--- src/rtl/shcg_pkg.sv ---
// Shared types, constants and helper functions for the serial command GPIO bridge.
package shcg_pkg;

  // Default line buffer depth
  localparam int LINE_DEPTH_DEF = 16;
  // Only the leading bytes of a line are ever inspected (names and hex digits)
  localparam int KEEP_BYTES = 8;
  localparam int KEEP_IW    = $clog2(KEEP_BYTES);

  localparam logic [7:0] CH_CR   = 8'h0D;
  localparam logic [7:0] CH_NUL  = 8'h00;
  localparam logic [7:0] CH_NINE = "9";

  // Byte i of a name sits in element i; zero pads the tail
  localparam logic [7:0][7:0] NAME_SETUP  = {CH_NUL, CH_NUL, "0", "p", "u", "t", "e", "s"};
  localparam logic [7:0][7:0] NAME_MAW    = {CH_NUL, CH_NUL, CH_NUL, CH_NUL,
                                             "=", "W", "A", "M"};
  localparam logic [7:0][7:0] NAME_RST    = {CH_NUL, CH_NUL, CH_NUL, CH_NUL, CH_NUL,
                                             "T", "S", "R"};
  localparam logic [7:0][7:0] REPLY_SETUP = {CH_NUL, CH_CR, "1", "p", "u", "t", "e", "s"};
  localparam logic [3:0]      REPLY_LEN   = 4'd7;
  localparam logic [3:0]      REPORT_LEN  = 4'd8;

  // One processed item handed to the transmit sequencer
  typedef struct packed {
    logic [7:0][7:0] msg;
    logic [3:0]      cnt;     // characters to send, zero means none
    logic [15:0]     word;    // output word after this item
    logic            rep_en;  // reporting enable after this item
  } shcg_item_t;

  // Output pin levels
  typedef struct packed {
    logic [7:0] a;
    logic [7:0] b;
    logic [7:0] d;
    logic [7:0] e;
    logic [7:0] f;
  } shcg_pins_t;

  // Prefix match, stops at the end of the shorter string
  function automatic logic line_match(logic [7:0][7:0] line, logic [7:0][7:0] name);
    logic m;
    m = 1'b1;
    for (int i = 7; i >= 0; i--) begin
      m = (name[i] == CH_NUL) || (line[i] == CH_NUL) || ((line[i] == name[i]) && m);
    end
    return m;
  endfunction

  function automatic logic [3:0] hex_val(logic [7:0] c);
    logic [7:0] t;
    t = (c > CH_NINE) ? (c - 8'd55) : (c - 8'd48);
    return t[3:0];
  endfunction

  function automatic logic [7:0] hex_char(logic [3:0] d);
    return (d < 4'd10) ? (8'h30 + {4'd0, d}) : (8'h37 + {4'd0, d});
  endfunction

  // Collect the input pins into the report word
  function automatic logic [15:0] gather_pins(logic [7:0] a, logic [7:0] b, logic [7:0] c,
                                              logic [7:0] d, logic [7:0] e, logic [7:0] f);
    return {c[7], a[6], d[6], a[7], c[6], b[4], c[5], a[5],
            c[4], e[4], b[3], e[5], f[3], b[0], f[2], b[1]};
  endfunction

  // Spread the output word onto the port bits
  function automatic shcg_pins_t scatter_word(logic [15:0] w);
    shcg_pins_t p;
    p   = '0;
    p.a = {3'b000, w[6], w[8], w[10], 2'b00};
    p.b = {w[2], w[4], 3'b000, w[0], 2'b00};
    p.d = {w[14], 3'b000, w[5], w[7], w[1], w[3]};
    p.e = {4'b0000, w[15], w[9], w[11], 1'b0};
    p.f = {3'b000, w[12], 2'b00, w[13], 1'b0};
    return p;
  endfunction

endpackage

--- src/rtl/shcg_cmd.sv ---
// Line collection, command decode and bridge state.
module shcg_cmd import shcg_pkg::*; #(
  parameter int LINE_DEPTH = LINE_DEPTH_DEF
) (
  input  logic        clk,
  input  logic        rst_n,
  input  logic        go,
  input  logic        cmd,
  input  logic [7:0]  rx_byte,
  input  logic [15:0] rpt_word,
  output shcg_item_t  item
);

  localparam int LW = $clog2(LINE_DEPTH + 1);

  logic [7:0]      lbuf_r   [KEEP_BYTES];
  logic [7:0]      lbuf_nxt [KEEP_BYTES];
  logic [LW-1:0]   len_r, len_nxt;
  logic            rep_r, rep_nxt;
  logic [15:0]     word_r, word_nxt;
  logic [7:0][7:0] eff;
  logic            room, in_keep;

  assign room    = len_r < LW'(LINE_DEPTH);
  assign in_keep = len_r < LW'(KEEP_BYTES);

  // Line as seen once the terminator has been placed
  always_comb begin
    for (int i = 0; i < KEEP_BYTES; i++) begin
      eff[i] = (len_r == LW'(i)) ? CH_NUL : lbuf_r[i];
    end
  end

  // Next state and message for the pending item
  always_comb begin
    lbuf_nxt = lbuf_r;
    len_nxt  = len_r;
    rep_nxt  = rep_r;
    word_nxt = word_r;
    item.msg = '0;
    item.cnt = '0;
    if (cmd) begin
      if (rep_r) begin
        item.msg = {CH_CR, hex_char(rpt_word[3:0]), hex_char(rpt_word[7:4]),
                    hex_char(rpt_word[11:8]), hex_char(rpt_word[15:12]), "=", "W", "E"};
        item.cnt = REPORT_LEN;
      end
    end else if (rx_byte == CH_CR) begin
      if (room && in_keep) begin
        lbuf_nxt[len_r[KEEP_IW-1:0]] = CH_NUL;
      end
      len_nxt = '0;
      if (line_match(eff, NAME_SETUP)) begin
        item.msg = REPLY_SETUP;
        item.cnt = REPLY_LEN;
        rep_nxt  = 1'b1;
      end else if (line_match(eff, NAME_MAW)) begin
        word_nxt = {hex_val(eff[4]), hex_val(eff[5]), hex_val(eff[6]), hex_val(eff[7])};
      end else if (line_match(eff, NAME_RST)) begin
        rep_nxt = 1'b0;
      end
    end else if (room) begin
      if (in_keep) begin
        lbuf_nxt[len_r[KEEP_IW-1:0]] = rx_byte;
      end
      len_nxt = len_r + LW'(1);
    end
    item.word   = word_nxt;
    item.rep_en = rep_nxt;
  end

  // State registers
  always_ff @(posedge clk) begin
    if (!rst_n) begin
      for (int i = 0; i < KEEP_BYTES; i++) begin
        lbuf_r[i] <= CH_NUL;
      end
      len_r  <= '0;
      rep_r  <= 1'b0;
      word_r <= '0;
    end else if (go) begin
      lbuf_r <= lbuf_nxt;
      len_r  <= len_nxt;
      rep_r  <= rep_nxt;
      word_r <= word_nxt;
    end
  end

endmodule

--- src/rtl/shcg_tx.sv ---
// Result sequencer: sends the characters of one processed item, one per transfer.
module shcg_tx import shcg_pkg::*; (
  input  logic        clk,
  input  logic        rst_n,
  input  logic        load,
  input  shcg_item_t  item,
  output logic        free,
  output logic        out_valid,
  input  logic        out_ready,
  output logic [7:0]  tx_byte,
  output logic        tx_valid,
  output logic        last,
  output logic [15:0] word,
  output logic        rep_en
);

  logic            busy_r;
  logic [2:0]      idx_r;
  logic [7:0][7:0] msg_r;
  logic [3:0]      cnt_r;
  logic [15:0]     word_r;
  logic            rep_r;
  logic            done;

  assign tx_valid  = cnt_r != 4'd0;
  assign last      = !tx_valid || ({1'b0, idx_r} == (cnt_r - 4'd1));
  assign tx_byte   = tx_valid ? msg_r[idx_r] : CH_NUL;
  assign word      = word_r;
  assign rep_en    = rep_r;
  assign out_valid = busy_r;
  assign done      = busy_r && out_ready && last;
  assign free      = !busy_r || done;

  // Control
  always_ff @(posedge clk) begin
    if (!rst_n) begin
      busy_r <= 1'b0;
      idx_r  <= '0;
    end else if (load) begin
      busy_r <= 1'b1;
      idx_r  <= '0;
    end else if (done) begin
      busy_r <= 1'b0;
    end else if (busy_r && out_ready) begin
      idx_r <= idx_r + 3'd1;
    end
  end

  // Item payload
  always_ff @(posedge clk) begin
    if (load) begin
      msg_r  <= item.msg;
      cnt_r  <= item.cnt;
      word_r <= item.word;
      rep_r  <= item.rep_en;
    end
  end

endmodule

--- src/rtl/serial_hex_command_gpio_bridge.sv ---
// Top level of the serial command GPIO bridge.
//
// Input channel (in_valid/in_ready): one item per transfer, either a received
// serial byte (in_cmd = 0) or a report tick (in_cmd = 1) with pin levels.
// Result channel (out_valid/out_ready): one transfer per character sent; an
// item that sends nothing gives one transfer with out_tx_valid low. out_last
// marks the final transfer of an item. Pin outputs and out_reporting_on show
// the state after the item in every transfer of that item.
// The first result of an item is offered once the item has passed the input
// register and been loaded into the result sequencer. An item holds the
// sequencer until all of its results, one to eight, have transferred; the
// input register takes the next item meanwhile.
// Reset clears the line buffer, the line length, reporting and the output
// word. When the receiver stalls, the current result holds, one more item
// waits in the input register and in_ready then drops.
module serial_hex_command_gpio_bridge import shcg_pkg::*; #(
  parameter int LINE_DEPTH = LINE_DEPTH_DEF
) (
  input  logic       clk,
  input  logic       rst_n,
  input  logic       in_valid,
  output logic       in_ready,
  input  logic       in_cmd,
  input  logic [7:0] in_rx_byte,
  input  logic [7:0] in_pins_a_in,
  input  logic [7:0] in_pins_b_in,
  input  logic [7:0] in_pins_c_in,
  input  logic [7:0] in_pins_d_in,
  input  logic [7:0] in_pins_e_in,
  input  logic [7:0] in_pins_f_in,
  output logic       out_valid,
  input  logic       out_ready,
  output logic [7:0] out_tx_byte,
  output logic       out_tx_valid,
  output logic       out_last,
  output logic [7:0] out_pins_a_out,
  output logic [7:0] out_pins_b_out,
  output logic [7:0] out_pins_d_out,
  output logic [7:0] out_pins_e_out,
  output logic [7:0] out_pins_f_out,
  output logic       out_reporting_on
);

  logic        in_vld_r;
  logic        cmd_r;
  logic [7:0]  rx_r;
  logic [15:0] rpt_r;
  logic        load, tx_free;
  shcg_item_t  item;
  logic [15:0] word;
  shcg_pins_t  pins;

  assign load     = in_vld_r && tx_free;
  assign in_ready = !in_vld_r || load;

  // Input register valid
  always_ff @(posedge clk) begin
    if (!rst_n) begin
      in_vld_r <= 1'b0;
    end else if (in_valid && in_ready) begin
      in_vld_r <= 1'b1;
    end else if (load) begin
      in_vld_r <= 1'b0;
    end
  end

  // Input register payload, pins gathered on capture
  always_ff @(posedge clk) begin
    if (in_valid && in_ready) begin
      cmd_r <= in_cmd;
      rx_r  <= in_rx_byte;
      rpt_r <= gather_pins(in_pins_a_in, in_pins_b_in, in_pins_c_in,
                           in_pins_d_in, in_pins_e_in, in_pins_f_in);
    end
  end

  shcg_cmd #(
    .LINE_DEPTH(LINE_DEPTH)
  ) u_cmd (
    .clk     (clk),
    .rst_n   (rst_n),
    .go      (load),
    .cmd     (cmd_r),
    .rx_byte (rx_r),
    .rpt_word(rpt_r),
    .item    (item)
  );

  shcg_tx u_tx (
    .clk      (clk),
    .rst_n    (rst_n),
    .load     (load),
    .item     (item),
    .free     (tx_free),
    .out_valid(out_valid),
    .out_ready(out_ready),
    .tx_byte  (out_tx_byte),
    .tx_valid (out_tx_valid),
    .last     (out_last),
    .word     (word),
    .rep_en   (out_reporting_on)
  );

  // Output word onto the port bits
  assign pins           = scatter_word(word);
  assign out_pins_a_out = pins.a;
  assign out_pins_b_out = pins.b;
  assign out_pins_d_out = pins.d;
  assign out_pins_e_out = pins.e;
  assign out_pins_f_out = pins.f;

endmodule

--- config.mk ---
export PLATFORM = sky130hd
export DESIGN_NAME = serial_hex_command_gpio_bridge
export DESIGN_NICKNAME = d
export VERILOG_FILES = /design/src/rtl/shcg_pkg.sv /design/src/rtl/shcg_cmd.sv /design/src/rtl/shcg_tx.sv /design/src/rtl/serial_hex_command_gpio_bridge.sv
export SDC_FILE = /design/constraint.sdc
export NUM_CORES = 1
export LEC_CHECK = 0
export ABC_AREA = 1
export BUFFER_PORTS_ARGS = -buffer_cell sky130_fd_sc_hd__buf_4
export CORE_UTILIZATION = 59
export CTS_BUF_LIST = sky130_fd_sc_hd__clkbuf_8
export DETAILED_ROUTE_END_ITERATION = 8
export GPL_TIMING_DRIVEN = 0
export PLACE_DENSITY_LB_ADDON = 0.2
export SYNTH_ARGS = -nofsm -noshare
export SYNTH_HDL_FRONTEND = slang
export SYNTH_SLANG_ARGS = --single-unit
--- constraint.sdc ---
create_clock -name clk -period 5.3 [get_ports clk]
set_input_delay 0.795 -clock clk [delete_from_list [all_inputs] [get_ports clk]]
set_output_delay 0.795 -clock clk [all_outputs]
set_load 0.01 [all_outputs]
# After elaboration in Yosys (flattened, before gate mapping)
# Index checks and enable logic that the tools add are counted.
classes:
  addsub: 19
  n_lt_le_gt_ge: 13
  eq_ne: 23
  n_mux: 45
  n_bitwise: 6
  reduce_logical: 51
op_table:
  columns: ["op", "n"]
  rows:
  - ["$mux 64", 5]
  - ["$mux 8", 15]
  - ["$mux 56", 2]
  - ["$eq 8x7->1 const B", 11]
  - ["$mux 68", 1]
  - ["$and 64x64->64", 1]
  - ["$bwmux 64", 1]
  - ["$mux 16", 4]
  - ["$not 64->64", 1]
  - ["$add 6x4->7 const A", 8]
  - ["$logic_not 8->1", 6]
  - ["$gt 8x6->1 const B", 4]
  - ["$bmux 8 s3", 1]
  - ["$demux 8 s3", 1]
  - ["$eq 5x3->1 const B", 4]
  - ["$sub 4x1->4 const B", 5]
  - ["$eq 8x6->1 const B", 2]
  - ["$logic_and 1x1->1", 16]
  - ["$logic_or 1x1->1", 16]
  - ["$lt 4x4->1 const B", 4]
  - ["$mux 4", 4]
  - ["$sub 4x3->4 const B", 4]
  - ["$eq 5x2->1 const B", 2]
  - ["$mux 5", 2]
  - ["other kinds (22)", 37]
totals:
  reg_bits: 201
  in_bits: 61
  output_inout_bits: 53

# Depth between registers and ports, before layout
logic_depth:
  ltp_word: 17
  depth_mapped: 23
  depth_no_buf: 23

# Modules after synthesis
# From an unflattened synthesis, not the netlist that was laid out.
hier_totals:
  cells_unflattened: 1180
  hier_area_um2: 10032.1
by_module_without_submodules:
  columns: ["module", "n_inst", "cells_each", "area_per_inst_um2", "seq_area_each_um2"]
  rows:
  - ["shcg_cmd", 1, 864, 5579.1, 1721.7]
  - ["shcg_tx", 1, 257, 3459.6, 2632.5]
  - ["serial_hex_command_gpio_bridge", 1, 59, 993.5, 770.7]

# Worst setup path before layout
# Ideal clock, no wire load.
synth_timing:
  kind: "reg-to-reg"
  from: "register u_tx.cnt_r[2]"
  to: "register u_cmd.lbuf_r[12] in the netlist's numbering"
  setup_ns: 0.132
  t_arrival_ns: 3.497
  required_ns: 5.168
  path_slack_ns: 1.671
  path_stages_with_launch: 14
  cell_sequence: "edfxtp_1 -> inv_1 -> ha_1 -> inv_1 -> nand2_1 -> a21boi_2 -> nor2_2 -> nand2_2 -> nor2_8 -> inv_2 -> nor2_2 -> inv_1 -> nand2_1 -> a21oi_1"
synth_via:
  elab_chain_cells: 7
synth_lines:
  columns: ["item", "line_no", "source"]
  rows:
  - ["start: declaration", "shcg_tx.sv:20", "logic [3:0] cnt_r;"]
  - ["start signal: assignment", "shcg_tx.sv:53", "cnt_r <= item.cnt;"]
  - ["$reduce_bool 4->1", "shcg_tx.sv:25", "assign tx_valid = cnt_r != 4'd0;"]
  - ["named net out_tx_valid", "serial_hex_command_gpio_bridge.sv:34", "output logic out_tx_valid,"]
  - ["$logic_not 1->1", "shcg_tx.sv:26", "assign last = !tx_valid || ({1'b0, idx_r} == (cnt_r - 4'd1));"]
  - ["$logic_or 1x1->1", "shcg_tx.sv:26", null]
  - ["named net out_last", "serial_hex_command_gpio_bridge.sv:35", "output logic out_last,"]
  - ["$logic_and 1x1->1", "shcg_tx.sv:31", "assign done = busy_r && out_ready && last;"]
  - ["$logic_or 1x1->1", "shcg_tx.sv:32", "assign free = !busy_r || done;"]
  - ["$logic_and 1x1->1", "serial_hex_command_gpio_bridge.sv:53", "assign load = in_vld_r && tx_free;"]
  - ["named net load", "serial_hex_command_gpio_bridge.sv:48", "logic load, tx_free;"]
  - ["$reduce_and 5->1 (no line)", null, null]
  - ["end signal: assignment", "shcg_cmd.sv:82", "lbuf_r <= lbuf_nxt;"]
  - ["end: declaration", "shcg_cmd.sv:16", "logic [7:0] lbuf_r [KEEP_BYTES];"]
# The timed path passes the listed nets, and every way through them passes these cells.
# A chain may end at the register's enable or synchronous reset.

# Final worst setup path
layout_timing:
  from: "register u_tx.idx_r[1]"
  to: "output port out_tx_byte[5]"
layout_via:
  elab_chain_cells: 3
layout_lines:
  columns: ["item", "line_no", "source"]
  rows:
  - ["start: declaration", "shcg_tx.sv:18", "logic [2:0] idx_r;"]
  - ["start signal: assignment", "shcg_tx.sv:45", "idx_r <= idx_r + 3'd1;"]
  - ["$bmux 8 s3", "shcg_tx.sv:27", "assign tx_byte = tx_valid ? msg_r[idx_r] : CH_NUL;"]
  - ["$mux 8 (not written as such)", "shcg_tx.sv:27", null]
  - ["$mux 8", "shcg_tx.sv:27", null]
  - ["end: declaration", "serial_hex_command_gpio_bridge.sv:33", "output logic [7:0] out_tx_byte,"]
# Every way passes these cells. The select of a mux whose other input is x is not followed.

==> metrics <==
Syn Inst Count 1004; share of synthesized flip-flops with an asynchronous set or reset 0%; start point of the worst min-delay path u_cmd.lbuf_r[23]$_SDFFE_PN0P_; Worst EP arrival 2650 ps; area growth from synthesis to layout 14.65%; H-tree depth 4; post-detailed-placement cell area 8896 sq um; Core ar. 13350 sq um; Switch Pwr 0.5667 mW; Crit Path Max Fanout 10; leftover overflow at the end of global routing 0; main area contributors after synthesis edfxtp_1 (27%), dfxtp_1 (22%), nand2_1 (11%); number of enable-type register cells in the synthesized netlist 73; maximum root-to-sink buffer count 2; post-route non-filler standard cell count 1292; via count of the first global-routing pass 6370; Root Buffer Master clkbuf_8; final hold violation count 0; clock slew seen by the registers of the worst setup and hold paths 70 ps; required time of the critical path 4510 ps; number of buffers inserted to repair setup after CTS 0; status finished clean; part of the total power dissipated in sequential elements 54.4%; worst clock skew 10.69 ps; P per Cell Area 269.2 nW/um^2; antenna violations before repair 0; number of buffers added on ports 55; Logic pwr share 7.1%; synthesized-area fraction occupied by xor and xnor cells 0.6465%; number of nets in the layout 1187; Die H 119.4 um; Via-to-Cell Ratio 5.344; post-synthesis cell area 8129 sq um; transition time at the pin with the least slew margin 884.9 ps; leading cell types in the layout, fill and taps excluded nand2_1 (242), inv_1 (121), a21oi_1 (97); overall track demand over capacity in global routing 27.38%; final weighted congestion in routability-driven placement 0.9020; post-synthesis compound-gate area fraction 14.08%; number of max-slew violations in the final report 0; total vias in the final route 6905; combinational family with the most area after synthesis simple AND/OR/NAND/NOR gates; Detail Placement HPWL 13.14 mm; Int Power 1.942 mW; final-layout setup total negative slack 0 ps; area of the die 14250 sq um; number of register bits inferred by synthesis 164; timing-limited maximum frequency 290.3 MHz; path type of the worst setup path register to primary output; part of the cycle the worst path needs 65.00%; Layout Cell Area excl Fill 9320 sq um; maximum vdd drop 0.1759 mV; Avg Synthesized Cell Area 8.097 sq um; Sw Ratio 22.59%; hold buffers post-CTS 0; wire length of the first global-routing pass 30.33 mm; post-synthesis cell type count 49; capturing element type of the critical path primary output; average wire per standard cell 14.41 um; Final Core Density 69.83%; adder-cell area share of the yosys netlist 3.386%; area leader, netlist edfxtp_1; reg-to-reg startpoint u_cmd.len_r[0]$_SDFFE_PN0P_; final critical path time including I/O delays and setup 3445 ps; number of violations reported at the end of detailed-routing iteration 0 449; share of post-route cells with drive strength above 1 14.87%; static leakage 4.062 nW; Worst setup startpoint u_tx.idx_r[1]$_SDFFE_PP0P_; clock latency of the later-clocked register in the worst-skew pair 470 ps; Worst slew margin 41.01%; clock share of power 38.5%; area fraction of the dominant cell type after synthesis 26.97%; length of the first detailed-routing pass in iterations 5; CTS tree yes; Synth Warn # 0; max cap viols 0; unrepaired setup endpoints after global routing false; CTS resizes 0; Seq/Total Area, Yosys 49.38%; number of nets still failing antenna checks after routing 0; clock buffer count from CTS 17; Setup Viol. Count Final 0; share of synthesized area spent on multiplexers 0.2617%; initial standard-cell utilization of the core 60.90%; Placement Rows 42; DRC errors left 0; most common cell after layout, fill and taps aside nand2_1; n_diodes 0; most common flop cell mapped by yosys dfxtp_1; I/O pin count 114; type of the most critical hold path register to register; maximum number of pins on one net before global-route repair 32; chip width 119.4 um; Worst Setup Start Kind register; total length of routed wires 18.62 mm; simple-gate share of the synthesized area 22.46%; placed cells 1261; clock sinks 164
-- stage by stage --
step,hold WS (ps),worst slack (ps),power (mW)
after floorplan,426.2,1671,1.501
after global placement,435.7,877.6,1.563
after detailed placement,447.8,2237,1.569
after CTS,462.4,1868,2.516
after global routing,485.6,1573,2.589
final,459.7,1855,2.509
-- state kept, by name, indices dropped and copies added (netlist names) --
signal,flops
cmd_r,1
in_vld_r,1
rpt_r,16
rx_r,8
u_cmd.lbuf_r,64
u_cmd.len_r,5
u_cmd.rep_r,1
u_cmd.word_r,16
u_tx.cnt_r,1
u_tx.idx_r,3
u_tx.msg_r,30
u_tx.out_valid,1
u_tx.rep_en,1
u_tx.word,16
-- final cells by class --
cell class / count / area, sq um
fill: 1145 / 4028
sequential: 164 / 4014
multi-input combinational: 682 / 3422
inverter: 131 / 491.7
timing repair buffer: 57 / 447.9
buffer: 51 / 300.3
clock buffer: 19 / 261.5
tap: 176 / 220.2
clock inverter: 12 / 162.7
-- Yosys cell counts (3+ instances only) --
| library cell | instances |
|---|---|
| ha_1 | 22 |
| inv_2 | 11 |
| nor2_2 | 4 |
| xor2_1 | 5 |
| dfxtp_1 | 91 |
| nor2_1 | 72 |
| o21ai_0 | 70 |
| nor3_1 | 8 |
| clkbuf_1 | 14 |
| nand2_2 | 18 |
| o211ai_1 | 6 |
| o31ai_1 | 6 |
| and3_1 | 4 |
| nand3_1 | 30 |
| edfxtp_1 | 73 |
| inv_1 | 119 |
| buf_2 | 12 |
| o21a_1 | 6 |
| nand2_1 | 242 |
| buf_4 | 25 |
| nor4_1 | 6 |
| nand4_1 | 27 |
| a221oi_1 | 3 |
| a21oi_1 | 98 |
-- final timing paths --
check | slack [ps] | to | cells past startpoint
worst max register to register | 2180 | u_tx.msg_r[44]$_DFFE_PP_ | 21
worst max-delay path | 1860 | out_tx_byte[5] | 8
worst min-delay path | 460 | u_cmd.lbuf_r[23]$_SDFFE_PN0P_ | 2
worst min register to register | 460 | u_cmd.lbuf_r[23]$_SDFFE_PN0P_ | 2
-- worst max-delay path: stages (launching register included) --
cell	delay, ps
dfxtp_1	360
clkbuf_1	340
clkinv_1	310
nor2_1	500
nand2_1	100
nand2_1	130
a221oi_1	70
a311oi_1	210
buf_4	160
-- cells by family (layout without fill, tap and decap cells) --
group / after synthesis / after routing
other cells: 1 / 25
compound gates: 207 / 207
buf+inv: 182 / 270
mux: 2 / 2
flops: 164 / 164
simple gates: 420 / 420
xor+xnor: 6 / 6
fa+ha+maj: 22 / 22
-- power groups by stage --
stage	Combinational [mW]	Clock [mW]	Sequential, mW
4_1_cts	0.178	0.973	1.37
5_1_grt	0.196	1.02	1.37
3_5_place_dp	0.175	0	1.39
6_report	0.179	0.965	1.37
2_1_floorplan	0.107	0	1.39
3_3_place_gp	0.167	0	1.40
-- metal layers --
metal  GRT usage (%)  part of all wire (%)  vias to the layer above
met1           33.63                    42                     3140
li1                -                     -                     3487
met3           5.508                   6.4                       48
met5               0                     0                        -
met2           46.04                    48                      230
met4           13.13                   3.1                        0
No activity file was read; power rests on OpenSTA's default activity.
